File: src/rtl/id3apic_pkg.sv
// Types, codes and constants of the embedded picture extractor.
package id3apic_pkg;

    localparam int unsigned BYTE_W      = 8;
    localparam int unsigned KIND_W      = 2;
    localparam int unsigned MAX_W       = 25;
    localparam int unsigned TAG_SIZE_W  = 28;
    localparam int unsigned TAG_POS_W   = 29;
    localparam int unsigned FRAME_LEN_W = 32;

    localparam logic [MAX_W-1:0] MAX_PICTURE_RESET = 25'd2097152;

    localparam logic [KIND_W-1:0] KIND_PICTURE   = 2'd0;
    localparam logic [KIND_W-1:0] KIND_NONE      = 2'd1;
    localparam logic [KIND_W-1:0] KIND_TRUNCATED = 2'd2;

    localparam logic [31:0] APIC_ID = 32'h41504943;

    typedef struct packed {
        logic [BYTE_W-1:0] file_byte;
        logic              start_of_file;
        logic              end_of_file;
    } item_t;

    typedef struct packed {
        logic              valid;
        logic [KIND_W-1:0] result_kind;
        logic [BYTE_W-1:0] picture_byte;
        logic              is_last;
    } result_t;

    // Expected tag magic, one byte for each of the first three header positions.
    function automatic logic [BYTE_W-1:0] magic_byte(input logic [1:0] idx);
        logic [BYTE_W-1:0] m;
        case (idx)
            2'd0:    m = 8'h49;
            2'd1:    m = 8'h44;
            2'd2:    m = 8'h33;
            default: m = 8'h00;
        endcase
        return m;
    endfunction

endpackage

File: src/rtl/id3apic_core.sv
// Tag, frame and picture parser: one file byte per step, at most one result.
module id3apic_core
    import id3apic_pkg::*;
(
    input  logic             aclk,
    input  logic             aresetn,
    input  logic             step,
    input  item_t            item,
    input  logic [MAX_W-1:0] max_bytes,
    output result_t          result
);

    localparam logic [3:0] PH_TAG   = 4'd0;
    localparam logic [3:0] PH_FRAME = 4'd1;
    localparam logic [3:0] PH_SKIP  = 4'd2;
    localparam logic [3:0] PH_ENC   = 4'd3;
    localparam logic [3:0] PH_MIME  = 4'd4;
    localparam logic [3:0] PH_TYPE  = 4'd5;
    localparam logic [3:0] PH_DESC  = 4'd6;
    localparam logic [3:0] PH_PIC   = 4'd7;
    localparam logic [3:0] PH_DONE  = 4'd8;

    logic [3:0]             phase_reg, phase_next, phase_s;
    logic [3:0]             hbc_reg, hbc_next, hbc_s;
    logic [TAG_SIZE_W-1:0]  tsz_reg, tsz_next, tsz_s;
    logic [TAG_POS_W-1:0]   tpos_reg, tpos_next, tpos_s;
    logic [63:0]            shift_reg, shift_next, shift_s;
    logic [FRAME_LEN_W-1:0] fbl_reg, fbl_next, fbl_s;
    logic                   wide_reg, wide_next, wide_s;
    logic                   odd_reg, odd_next, odd_s;
    logic                   pz_reg, pz_next, pz_s;

    logic [BYTE_W-1:0]      b;
    logic [FRAME_LEN_W-1:0] fbl_dec;
    logic [TAG_POS_W-1:0]   tpos_inc;
    logic [FRAME_LEN_W-1:0] fsz;
    logic [33:0]            frame_next_pos;
    logic                   frame_fits;
    logic                   more_frames;
    logic [TAG_SIZE_W-1:0]  tsz_shifted;
    logic                   term;
    result_t                res;

    assign b = item.file_byte;

    // A start mark clears the parser before its byte is taken.
    assign phase_s = item.start_of_file ? PH_TAG : phase_reg;
    assign hbc_s   = item.start_of_file ? '0 : hbc_reg;
    assign tsz_s   = item.start_of_file ? '0 : tsz_reg;
    assign tpos_s  = item.start_of_file ? '0 : tpos_reg;
    assign shift_s = item.start_of_file ? '0 : shift_reg;
    assign fbl_s   = item.start_of_file ? '0 : fbl_reg;
    assign wide_s  = item.start_of_file ? 1'b0 : wide_reg;
    assign odd_s   = item.start_of_file ? 1'b0 : odd_reg;
    assign pz_s    = item.start_of_file ? 1'b0 : pz_reg;

    assign fbl_dec     = fbl_s - FRAME_LEN_W'(1);
    assign tpos_inc    = tpos_s + TAG_POS_W'(1);
    assign fsz         = shift_s[31:0];
    assign frame_next_pos = {5'b0, tpos_inc} + {2'b0, fsz};
    assign frame_fits  = frame_next_pos <= {6'b0, tsz_s};
    assign more_frames = {1'b0, tpos_s} <= {2'b0, tsz_s};
    assign tsz_shifted = {tsz_s[TAG_SIZE_W-8:0], b[6:0]};

    always_comb begin
        phase_next = phase_s;
        hbc_next   = hbc_s;
        tsz_next   = tsz_s;
        tpos_next  = tpos_s;
        shift_next = shift_s;
        fbl_next   = fbl_s;
        wide_next  = wide_s;
        odd_next   = odd_s;
        pz_next    = pz_s;
        term       = 1'b0;
        res        = '0;
        res.result_kind = KIND_NONE;

        case (phase_s)
            PH_TAG: begin
                if (hbc_s < 4'd3 && b != magic_byte(hbc_s[1:0])) begin
                    res.valid  = 1'b1;
                    phase_next = PH_DONE;
                end else begin
                    if (hbc_s >= 4'd6) begin
                        tsz_next = tsz_shifted;
                    end
                    if (hbc_s >= 4'd9) begin
                        hbc_next   = '0;
                        tpos_next  = TAG_POS_W'(10);
                        shift_next = '0;
                        if (tsz_shifted < TAG_SIZE_W'(10)) begin
                            res.valid  = 1'b1;
                            phase_next = PH_DONE;
                        end else begin
                            phase_next = PH_FRAME;
                        end
                    end else begin
                        hbc_next = hbc_s + 4'd1;
                    end
                end
            end
            PH_FRAME: begin
                if (hbc_s < 4'd8) begin
                    shift_next = {shift_s[55:0], b};
                end
                tpos_next = tpos_inc;
                if (hbc_s >= 4'd9) begin
                    hbc_next  = '0;
                    fbl_next  = fsz;
                    tpos_next = frame_fits ? frame_next_pos[TAG_POS_W-1:0]
                                           : {1'b0, tsz_s} + TAG_POS_W'(10);
                    if (shift_s[63:32] == APIC_ID && fsz > FRAME_LEN_W'(10)) begin
                        phase_next = PH_ENC;
                    end else if (!frame_fits) begin
                        res.valid  = 1'b1;
                        phase_next = PH_DONE;
                    end else if (fsz == '0) begin
                        phase_next = PH_FRAME;
                        shift_next = '0;
                    end else begin
                        phase_next = PH_SKIP;
                    end
                end else begin
                    hbc_next = hbc_s + 4'd1;
                end
            end
            PH_SKIP, PH_ENC, PH_MIME, PH_TYPE, PH_DESC: begin
                fbl_next = fbl_dec;
                if (phase_s == PH_ENC) begin
                    wide_next  = b inside {8'd1, 8'd2};
                    phase_next = PH_MIME;
                end
                if (phase_s == PH_MIME && b == '0) begin
                    phase_next = PH_TYPE;
                end
                if (phase_s == PH_TYPE) begin
                    phase_next = PH_DESC;
                    odd_next   = 1'b0;
                    pz_next    = 1'b0;
                end
                if (phase_s == PH_DESC) begin
                    // UTF-16 descriptions end on an aligned zero pair.
                    if (!wide_s) begin
                        term = (b == '0);
                    end else if (!odd_s) begin
                        pz_next  = (b == '0);
                        odd_next = 1'b1;
                    end else begin
                        term     = pz_s && (b == '0);
                        odd_next = 1'b0;
                    end
                end
                if (term && fbl_dec != '0 && fbl_dec <= {7'b0, max_bytes}) begin
                    phase_next = PH_PIC;
                end else if (fbl_dec == '0) begin
                    // Frame consumed: next header or end of walk.
                    if (more_frames) begin
                        phase_next = PH_FRAME;
                        shift_next = '0;
                        hbc_next   = '0;
                    end else begin
                        phase_next = PH_DONE;
                        res.valid  = 1'b1;
                    end
                end else if (term) begin
                    phase_next = PH_SKIP;
                end
            end
            PH_PIC: begin
                fbl_next         = fbl_dec;
                res.valid        = 1'b1;
                res.result_kind  = KIND_PICTURE;
                res.picture_byte = b;
                if (fbl_dec == '0) begin
                    res.is_last = 1'b1;
                    phase_next  = PH_DONE;
                end
            end
            default: begin
            end
        endcase

        if (res.valid && res.result_kind == KIND_NONE) begin
            res.is_last = 1'b1;
        end

        if (item.end_of_file && phase_next != PH_DONE) begin
            res.result_kind  = res.valid ? KIND_TRUNCATED : KIND_NONE;
            res.picture_byte = '0;
            res.valid        = 1'b1;
            res.is_last      = 1'b1;
            phase_next       = PH_DONE;
        end
    end

    assign result = res;

    always_ff @(posedge aclk) begin
        if (!aresetn) begin
            phase_reg <= PH_TAG;
            hbc_reg   <= '0;
            tsz_reg   <= '0;
            tpos_reg  <= '0;
            shift_reg <= '0;
            fbl_reg   <= '0;
            wide_reg  <= 1'b0;
            odd_reg   <= 1'b0;
            pz_reg    <= 1'b0;
        end else if (step) begin
            phase_reg <= phase_next;
            hbc_reg   <= hbc_next;
            tsz_reg   <= tsz_next;
            tpos_reg  <= tpos_next;
            shift_reg <= shift_next;
            fbl_reg   <= fbl_next;
            wide_reg  <= wide_next;
            odd_reg   <= odd_next;
            pz_reg    <= pz_next;
        end
    end

endmodule

File: src/rtl/id3v2_apic_picture_extractor.sv
// Embedded picture extractor: stream handshakes, input and result registers.
//
// Feed the audio file one byte per beat on the s_ channel: s_tdata carries
// the byte, s_tuser is 1 on the first byte of a file (restarts the parser),
// s_tlast is 1 on its final byte. The m_ channel returns the image bytes of
// the first usable APIC picture (m_tuser = 0, m_tlast on the final one), or
// one closing beat: m_tuser = 1 when the file has no usable picture, 2 when
// the file ends inside the picture. Further bytes of that file give nothing.
// cfg_we/cfg_wdata set the largest accepted picture size in bytes; write it
// only while the block is idle.
// Path: an input beat goes through the input register, the parse logic and the
// result register. Throughput: one byte per cycle while m_tready and s_tvalid
// stay high, set by the single parse step between the two registers.
// Reset: the size limit returns to 2097152, the parser to the tag header,
// both registers empty. When the receiver stalls, the result register
// holds, the input register takes at most one more beat, then s_tready drops.
module id3v2_apic_picture_extractor
    import id3apic_pkg::*;
(
    input  logic             aclk,
    input  logic             aresetn,
    input  logic             s_tvalid,
    output logic             s_tready,
    input  logic [7:0]       s_tdata,   // [7:0] file_byte
    input  logic             s_tuser,   // [0] start_of_file
    input  logic             s_tlast,   // end_of_file
    output logic             m_tvalid,
    input  logic             m_tready,
    output logic [7:0]       m_tdata,   // [7:0] picture_byte
    output logic [1:0]       m_tuser,   // [1:0] result_kind
    output logic             m_tlast,   // is_last
    input  logic             cfg_we,
    input  logic [MAX_W-1:0] cfg_wdata
);

    logic              in_valid_reg, in_valid_next;
    item_t             in_item_reg;
    logic              out_valid_reg, out_valid_next;
    logic [KIND_W-1:0] out_kind_reg;
    logic [BYTE_W-1:0] out_byte_reg;
    logic              out_last_reg;
    logic [MAX_W-1:0]  max_reg;
    logic              advance;
    logic              s_accept;
    result_t           res;

    assign advance  = in_valid_reg && (!out_valid_reg || m_tready);
    assign s_tready = !in_valid_reg || advance;
    assign s_accept = s_tvalid && s_tready;

    id3apic_core u_core (
        .aclk      (aclk),
        .aresetn   (aresetn),
        .step      (advance),
        .item      (in_item_reg),
        .max_bytes (max_reg),
        .result    (res)
    );

    always_comb begin
        in_valid_next = in_valid_reg;
        if (s_tready) begin
            in_valid_next = s_tvalid;
        end
        out_valid_next = out_valid_reg;
        if (advance) begin
            out_valid_next = res.valid;
        end else if (m_tready) begin
            out_valid_next = 1'b0;
        end
    end

    always_ff @(posedge aclk) begin
        if (!aresetn) begin
            in_valid_reg  <= 1'b0;
            out_valid_reg <= 1'b0;
            max_reg       <= MAX_PICTURE_RESET;
        end else begin
            in_valid_reg  <= in_valid_next;
            out_valid_reg <= out_valid_next;
            if (cfg_we) begin
                max_reg <= cfg_wdata;
            end
        end
    end

    always_ff @(posedge aclk) begin
        if (s_accept) begin
            in_item_reg <= '{file_byte: s_tdata, start_of_file: s_tuser,
                             end_of_file: s_tlast};
        end
        if (advance && res.valid) begin
            out_kind_reg <= res.result_kind;
            out_byte_reg <= res.picture_byte;
            out_last_reg <= res.is_last;
        end
    end

    assign m_tvalid = out_valid_reg;
    assign m_tdata  = out_byte_reg;
    assign m_tuser  = out_kind_reg;
    assign m_tlast  = out_last_reg;

endmodule

File: config.mk
export PLATFORM = sky130hd
export DESIGN_NAME = id3v2_apic_picture_extractor
export DESIGN_NICKNAME = d
export VERILOG_FILES = /design/src/rtl/id3apic_pkg.sv /design/src/rtl/id3apic_core.sv /design/src/rtl/id3v2_apic_picture_extractor.sv
export SDC_FILE = /design/constraint.sdc
export NUM_CORES = 1
export LEC_CHECK = 0
export BUFFER_PORTS_ARGS = -buffer_cell sky130_fd_sc_hd__buf_2
export CAP_MARGIN = 30
export CORE_MARGIN = 3
export CORE_UTILIZATION = 55
export DETAILED_ROUTE_END_ITERATION = 16
export PLACE_DENSITY = 0.71
export SLEW_MARGIN = 10
export SYNTH_ARGS = -nofsm -noshare
export SYNTH_HDL_FRONTEND = slang
export SYNTH_SLANG_ARGS = --single-unit
File: constraint.sdc
create_clock -name aclk -period 13.1 [get_ports aclk]
set_input_delay 2.62 -clock aclk [delete_from_list [all_inputs] [get_ports aclk]]
set_output_delay 2.62 -clock aclk [all_outputs]
set_load 0.01 [all_outputs]
# == Word-level counts from Yosys, hierarchy flattened ==
# Index checks and enable logic that the tools add are counted.
# word_totals
regBits,212
wordCells,163
in_bits,40
# op_classes
addsub,5
n_bitwise,1
n_reduce_logical,27
muxes,88
magnitude_cmp,9
eq_ne,15
# op_table
operator,count
$mux 64,11
$pmux 64 s3,1
$mux 29,5
$mux 28,4
$mux 4,22
$logic_not 32->1,2
$mux 32,2
$pmux 32 s2,1
$pmux 29 s2,1
$le 34x28->1,1
$add 29x32->33,1
$eq 32x31->1 const B,1
$gt 32x4->1 const B,1
$le 32x25->1,1
$mux 1,32
$reduce_bool 32->1,1
$sub 32x1->32 const B,1
$add 28x4->29 const B,1
$add 29x1->29 const B,1
$le 29x28->1,1
$lt 28x4->1 const B,1
$pmux 7 s3,1
$eq 4x3->1 const B,4
$pmux 4 s4,1
other kinds (31),47

# == Depth between registers and ports, before layout ==
# Gate-level depths: netlist of run 1.
# depth
word_depth,14
depth_mapped,39

# == Hierarchy ==
# Synthesis of run 1 repeated with hierarchy kept, for this count alone.
# unflattened
hier_cells,1943
hier_area_um2,15692.6
# by_module_without_submodules
module,area_each_um2,seq_area_each_um2,cells_per_inst,n_inst
id3apic_core,13994.7,3283.1,1828,1
id3v2_apic_picture_extractor,1697.9,1171.1,115,1

# == Worst setup path after synthesis of run 1 ==
# OpenSTA, ideal clock, no wires.
# synth_path
path_type,flip-flop to flip-flop
start,register in_item_reg[1] in the netlist's numbering
end,"register out_byte_reg[0], in the netlist m_tdata[0] (enable)"
required_time_ps,12717
stages_incl_launch_ff,38
setup_ps,383
arrival_ps,8223
n_path_buf,8
setup_slack_ps,4494
synth_period_minus_slack_ps,8606
cell_sequence,edfxtp_1 clkbuf_1 clkbuf_1 clkbuf_1 clkbuf_1 buf_1 buf_1 clkbuf_1 nor2b_1 ha_1 nand4_1 nor2_1 and3_1 and3_1 nand3_1 xnor2_1 ha_1 a21o_1 [2 not listed] a211oi_1 o21ai_0 a31oi_1 o21ai_0 xor2_1 ha_1 a21oi_1 o211ai_1 a211o_1 and3_1 a211oi_1 o2111ai_1 nor3_1 o211ai_1 a211oi_1 o31ai_1 buf_2 a21oi_1
# synth_between
elab_chain_len,14
# synth_rtl
element,line,rtl
from (decl),id3v2_apic_picture_extractor.sv:37,item_t in_item_reg;
from (signal assigned),id3v2_apic_picture_extractor.sv:89,"in_item_reg <= '{file_byte: s_tdata, start_of_file: s_tuser,"
"parallel branches: the longest is 12 deep, another holds $le 34x28->1",-,
$mux 12 (*),id3apic_core.sv:188,if (item.end_of_file && phase_next != PH_DONE) begin
$logic_and 1x1->1 (*),id3v2_apic_picture_extractor.sv:92,if (advance && res.valid) begin
to (signal assigned),id3v2_apic_picture_extractor.sv:94,out_byte_reg <= res.picture_byte;
to (decl),id3v2_apic_picture_extractor.sv:40,logic [BYTE_W-1:0] out_byte_reg;
# Mark *: on every way between the ends. The select of a mux whose other input is x is not followed.
# A chain may end at the register's enable or synchronous reset.

# == Final worst setup path of run 1 ==
# layout_path
start,register in_item_reg[1] in the netlist's numbering
end,"register out_byte_reg[7], in the netlist m_tdata[7] (enable)"
# The elaborated chain is that of the path after synthesis.

==> results of run 1 <==
[Yosys cell counts (31+ instances only)]
| master | instances |
|---|---|
| dfxtp_1 | 191 |
| nand3_1 | 47 |
| o21ai_0 | 121 |
| a22o_1 | 46 |
| nand4_1 | 48 |
| nor4_1 | 37 |
| ha_1 | 123 |
| and3_1 | 31 |
| nor2_1 | 237 |
| clkbuf_1 | 117 |
| nor3_1 | 43 |
| xor2_1 | 43 |
| a22oi_1 | 40 |
| nor2b_1 | 82 |
| nand2_1 | 167 |
| mux2i_1 | 40 |
| inv_1 | 95 |
| xnor2_1 | 50 |
| a21oi_1 | 154 |
[cells by family after synthesis]
logic type / synth area share, %
muxes: 2.48
xor gates and xnor gates: 5.05
adders and majority gates: 9.67
DFF: 27.6
AOI/OAI and AO/OA: 25.2
and+or+nand+nor: 24.3
buffers and inverters: 5.65
[how the worst min path moves through the flow]
stage,cells past startpoint,start,end
after floorplan,1,u_core.shift_reg[62]$_SDFFE_PN0P_,u_core.shift_reg[62]$_SDFFE_PN0P_
after global placement,1,u_core.shift_reg[62]$_SDFFE_PN0P_,u_core.shift_reg[62]$_SDFFE_PN0P_
after detailed placement,1,u_core.shift_reg[57]$_SDFFE_PN0P_,u_core.shift_reg[57]$_SDFFE_PN0P_
after CTS,1,u_core.shift_reg[62]$_SDFFE_PN0P_,u_core.shift_reg[62]$_SDFFE_PN0P_
after global routing,1,u_core.shift_reg[59]$_SDFFE_PN0P_,u_core.shift_reg[59]$_SDFFE_PN0P_
final,1,u_core.shift_reg[62]$_SDFFE_PN0P_,u_core.shift_reg[62]$_SDFFE_PN0P_
[layout make-up]
class	count	area, um2
inverters	96	360
flip-flops and latches	212	4450
multi-input cells	1647	10800
well taps	384	480
fillers	2652	11300
clock inverters	16	215
repair buffers	78	459
clock buffers	30	717
[metal layers]
layer	vias to the layer above	global-route usage, %	wire, um
li1	7624	-	-
met1	7587	47.1	23200
met2	911	50.3	22700
met3	111	6.56	5410
met4	0	8.87	1480
met5	-	0	0
[report_power, final]
part / leakage, nW / total (W) / internal, W / switching [W]
sequential: 1.74 / 0.000684 / 0.000668 / 0.0000158
clock: 0.441 / 0.000774 / 0.000473 / 0.000301
combinational: 4.81 / 0.000245 / 0.0000849 / 0.000160
[metrics by stage]
stage | power, W | hold slack [ps] | util, % | cell area, um2
final | 0.00170 | 472 | 60.7 | 17500
after global routing | 0.00176 | 501 | 60.7 | 17500
after CTS | 0.00171 | 480 | 60.6 | 17500
after detailed placement | 0.000935 | 460 | 57.4 | 16500
after global placement | 0.000928 | 457 | 57.3 | 16500
after floorplan | 0.000865 | 434 | - | 16100
==> results.py, run 1 <==
metrics = {
    "outcome": {
        "outcome": "complete, no violations",
    },
    "route": {
        "drt_iter0_markers": 2339,
        "wl_um": 52800,
        "antenna_left": 0,
        "drcViolationCount": 0,
        "via_count": 16200,
        "avgRoutedWirePerCell_um": 21.4,
        "via_per_inst": 6.59,
        "dr.pass1.iters": 5,
    },
    "setup_path": {
        "required_ps": 13270,
        "cp_num_buf_inv": 1,
        "worstSetupStartpoint": "in_item_reg[1]$_DFFE_PP_",
        "cp.arrival_ps": 9100,
        "cpLargestDelayFamily": "compound AO/OA/AOI/OAI gates",
        "crit_path_end": "m_tdata[7]$_SDFFCE_PP0P_",
        "worstPathMaxFanout": 40,
        "reg2reg_from": "in_item_reg[1]$_DFFE_PP_",
        "critical_path_class": "reg2reg",
        "cpPeakStageDelay_ps": 850,
        "r2r.worst_path.cells": 30,
        "end_kind": "register",
        "r2r-end": "m_tdata[7]$_SDFFCE_PP0P_",
        "r2r_setup_slack_ps": 4170,
        "crit_cells": 30,
        "critPathLaunchType": "register",
        "cp_slowest_cell": "a21oi_1",
    },
    "clock_tree": {
        "cts_setup_buffers": 0,
        "cts_buffer_depth": 3,
        "cts_buffers": 26,
        "cts-htree-levels": 1,
        "ctsResizeCount": 0,
        "ctsHoldBuffers": 0,
        "cts.sinks": 212,
        "cts_tree": "yes",
        "path_clk_slew_ps": 60,
        "clk_latency_ps": 560,
        "cts_root_buffer": "clkbuf_16",
    },
    "final_layout": {
        "diodes": 0,
        "fin_cells": 2463,
        "nNetsFinal": 2225,
        "final_cell_mix": "nor2_1, dfxtp_1, nand2_1",
        "drive_gt1_share_pct": 7.70,
        "area_growth_pct": 8.39,
        "largest_reg_flops": 64,
        "final_common_cell": "nor2_1",
    },
    "place": {
        "portBuffers": 52,
        "finalWeightedCongestion": 0.977,
        "dp_hpwl_um": 39000,
        "place_worst_setup_slack_ps": 4480,
        "placed_cells": 2415,
    },
    "sta": {
        "finalCriticalPeriod_ps": 8930,
        "hold_viol": 0,
        "skew_ps": 24.6,
        "maxSlewViolCount": 0,
        "setup_viol": 0,
        "clock.fmax_ghz": 0.112,
        "layout_setup_ws_ps": 4170,
        "setup-tns-final_ps": 0,
        "timing.final.crit_share_pct": 68.1,
        "grt_setup_unrepaired": "false",
        "worstMarginPinSlew_ps": 1020,
        "relSlewSlack_pct": 31.3,
    },
    "grt": {
        "antenna_found_initial": 0,
        "gr-total-overflow": 0,
        "grt_max_degree": 84,
        "grt_pass1_wl_um": 82900,
        "grt_pass1_vias": 14900,
        "track_usage_pct": 32.9,
    },
    "synth": {
        "ys_top_cells_by_area": "dfxtp_1, ha_1, nor2_1",
        "async_flop_share_pct": 0,
        "avgSynthCellArea_um2": 7.70,
        "synth_seq_area_share_pct": 27.6,
        "yosysUniqueCellTypes": 82,
        "syn_nets": 2258,
        "ys.flop_type": "dfxtp_1",
        "synth_top_area_share_pct": 23.7,
        "synth_top_area_cell": "dfxtp_1",
        "synth_edf_count": 21,
        "ys_seq_elements": 212,
        "yosysWarnings": 0,
        "syn_area_um2": 16100,
        "synthCells": 2094,
    },
    "die": {
        "die-height_um": 177,
        "initial_core_util_pct": 56.0,
        "io_pins": 53,
        "core.rowCount": 62,
        "coreArea_um2": 28800,
        "dieArea_um2": 31400,
        "die_w_um": 177,
    },
    "power_and_ir_drop": {
        "irDropWorstVdd_mv": 0.126,
        "p_per_area_nw_per_um2": 97.5,
        "total_leakage_power_nw": 6.98,
    },
    "min_path": {
        "hold_path.class": "reg2reg",
    },
    "flow_run": {
        "max_cap_viol_count": 0,
    },
}
Power figures use the tool's default switching activity.
==> run 2, diff against run 1 <==
--- a/config.mk
+++ b/config.mk
@@ -10,7 +10,7 @@
 export CORE_MARGIN = 3
 export CORE_UTILIZATION = 55
 export DETAILED_ROUTE_END_ITERATION = 16
-export PLACE_DENSITY = 0.71
+export PLACE_DENSITY = 0.74
 export SLEW_MARGIN = 10
 export SYNTH_ARGS = -nofsm -noshare
 export SYNTH_HDL_FRONTEND = slang
==> constraint.sdc (replaced) <==
create_clock -name aclk -period 7.9 [get_ports aclk]
set_input_delay 1.58 -clock aclk [delete_from_list [all_inputs] [get_ports aclk]]
set_output_delay 1.58 -clock aclk [all_outputs]
set_load 0.01 [all_outputs]
==> results.py, run 2 (synthesis results as in run 1) <==
metrics = {
    "route": {
        "drt_iter0_markers": 2149,
        "dr.pass1.iters": 6,
        "antenna_left": 0,
        "avgRoutedWirePerCell_um": 21.6,
        "via_count": 16400,
        "wl_um": 53600,
        "via_per_inst": 6.63,
        "drcViolationCount": 0,
    },
    "clock_tree": {
        "clk_latency_ps": 550,
        "cts-htree-levels": 1,
        "ctsHoldBuffers": 0,
        "cts_buffer_depth": 3,
        "cts_tree": "yes",
        "cts_root_buffer": "clkbuf_16",
        "cts_buffers": 26,
        "path_clk_slew_ps": 60,
        "cts.sinks": 212,
    },
    "final_layout": {
        "final_cell_area_um2": 17600,
        "final_common_cell": "nor2_1",
        "largest_reg_flops": 64,
        "area_growth_pct": 9.01,
        "nNetsFinal": 2237,
        "drive_gt1_share_pct": 8.22,
        "final_cell_mix": "nor2_1, dfxtp_1, nand2_1",
        "diodes": 0,
    },
    "die": {
        "die_w_um": 177,
        "dieArea_um2": 31400,
        "initial_core_util_pct": 56.0,
        "core.rowCount": 62,
        "io_pins": 53,
        "die-height_um": 177,
        "coreArea_um2": 28800,
    },
    "grt": {
        "gr-total-overflow": 0,
        "grt_pass1_wl_um": 82800,
        "track_usage_pct": 32.9,
        "antenna_found_initial": 1,
        "grt_pass1_vias": 15000,
        "grt_max_degree": 67,
    },
    "outcome": {
        "outcome": "complete, no violations",
    },
    "min_path": {
        "hold_path.class": "reg2reg",
    },
    "sta": {
        "worstMarginPinSlew_ps": 1050,
        "relSlewSlack_pct": 29.3,
        "layout_setup_ws_ps": 451,
        "finalCriticalPeriod_ps": 7450,
        "skew_ps": 18.6,
        "grt_setup_unrepaired": "false",
        "setup-tns-final_ps": 0,
        "clock.fmax_ghz": 0.134,
        "setup_viol": 0,
        "maxSlewViolCount": 0,
        "hold_viol": 0,
        "timing.final.crit_share_pct": 94.3,
    },
    "place": {
        "place_area_um2": 16600,
        "dp_hpwl_um": 39500,
        "finalWeightedCongestion": 0.985,
        "portBuffers": 52,
        "place_worst_setup_slack_ps": 285,
    },
    "setup_path": {
        "required_ps": 8320,
        "critical_path_class": "reg2reg",
        "cp_slowest_cell": "edfxtp_1",
        "cp.arrival_ps": 7870,
        "cpPeakStageDelay_ps": 460,
        "end_kind": "register",
        "worstPathMaxFanout": 23,
        "critPathLaunchType": "register",
    },
    "power_and_ir_drop": {
        "p_comb_share_pct": 15.3,
        "p_clk_share_pct": 43.7,
        "power_w": 0.00277,
        "p_per_area_nw_per_um2": 157,
        "p_seq_share_pct": 41.0,
        "irDropWorstVdd_mv": 0.156,
        "total_leakage_power_nw": 7.04,
        "switching_power_w": 0.000784,
        "p_int_w": 0.00198,
        "swShare_pct": 28.4,
    },
    "flow_run": {
        "max_cap_viol_count": 0,
    },
}
## run 2: area by class of cell
cell class	instances	area, um2
clock buffer	39	751
clock inverter	9	113
fill	2621	11200
inverter	96	364
multi-input combinational	1647	10800
sequential	212	4450
tap	384	480
timing repair buffer	90	577
## run 2: timing repair
| action | in CTS | in global routing |
|---|---|---|
| endpoints found under the setup margin | 0 | 64 |
| setup buffers | 0 | 2 |
| resized for setup | 0 | 8 |
## run 2: worst paths after layout
check                                                  startpoint                                 to  slack, ps  cells past startpoint
worst max-delay path                     in_item_reg[1]$_DFFE_PP_  u_core.shift_reg[41]$_SDFFE_PN0P_        450                     33
worst max register to register           in_item_reg[1]$_DFFE_PP_  u_core.shift_reg[41]$_SDFFE_PN0P_        450                     33
worst min register to register  u_core.shift_reg[57]$_SDFFE_PN0P_  u_core.shift_reg[57]$_SDFFE_PN0P_        480                      1
worst min-delay path            u_core.shift_reg[57]$_SDFFE_PN0P_  u_core.shift_reg[57]$_SDFFE_PN0P_        480                      1
## run 2: critical path, delay by kind of cell (launching register included)
kind	cells	cell delay [ps]
XOR/XNOR	2	450
AND/OR/NAND/NOR	9	1630
adder cells (fa/ha/maj)	3	850
flip-flops	1	460
AO/OA/AOI/OAI	15	3310
buffers and inverters	4	600
## run 2: metal layers
metal	vias up	share of wire, %	track usage (%)
met5	-	0.013	0
met4	2	3.0	9.69
met3	114	11	6.59
met2	967	42	48.6
met1	7695	44	48.2
li1	7634	-	-
## run 2: power groups by stage
stage	combinational [W]	sequential, W	clock, W
2_1_floorplan	0.000292	0.00114	0
3_3_place_gp	0.000391	0.00115	0
3_5_place_dp	0.000401	0.00116	0
4_1_cts	0.000404	0.00113	0.00122
5_1_grt	0.000460	0.00114	0.00126
6_report	0.000424	0.00113	0.00121
## run 2: through the flow
stage               hold slack [ps]  util, %  std cells
finish                          476     61.0       2477
global route                    494     61.0       2477
CTS                             479     60.7       2473
detailed placement              465     57.7       2425
global placement                451     57.6       2422
floorplan                       434        -       2094
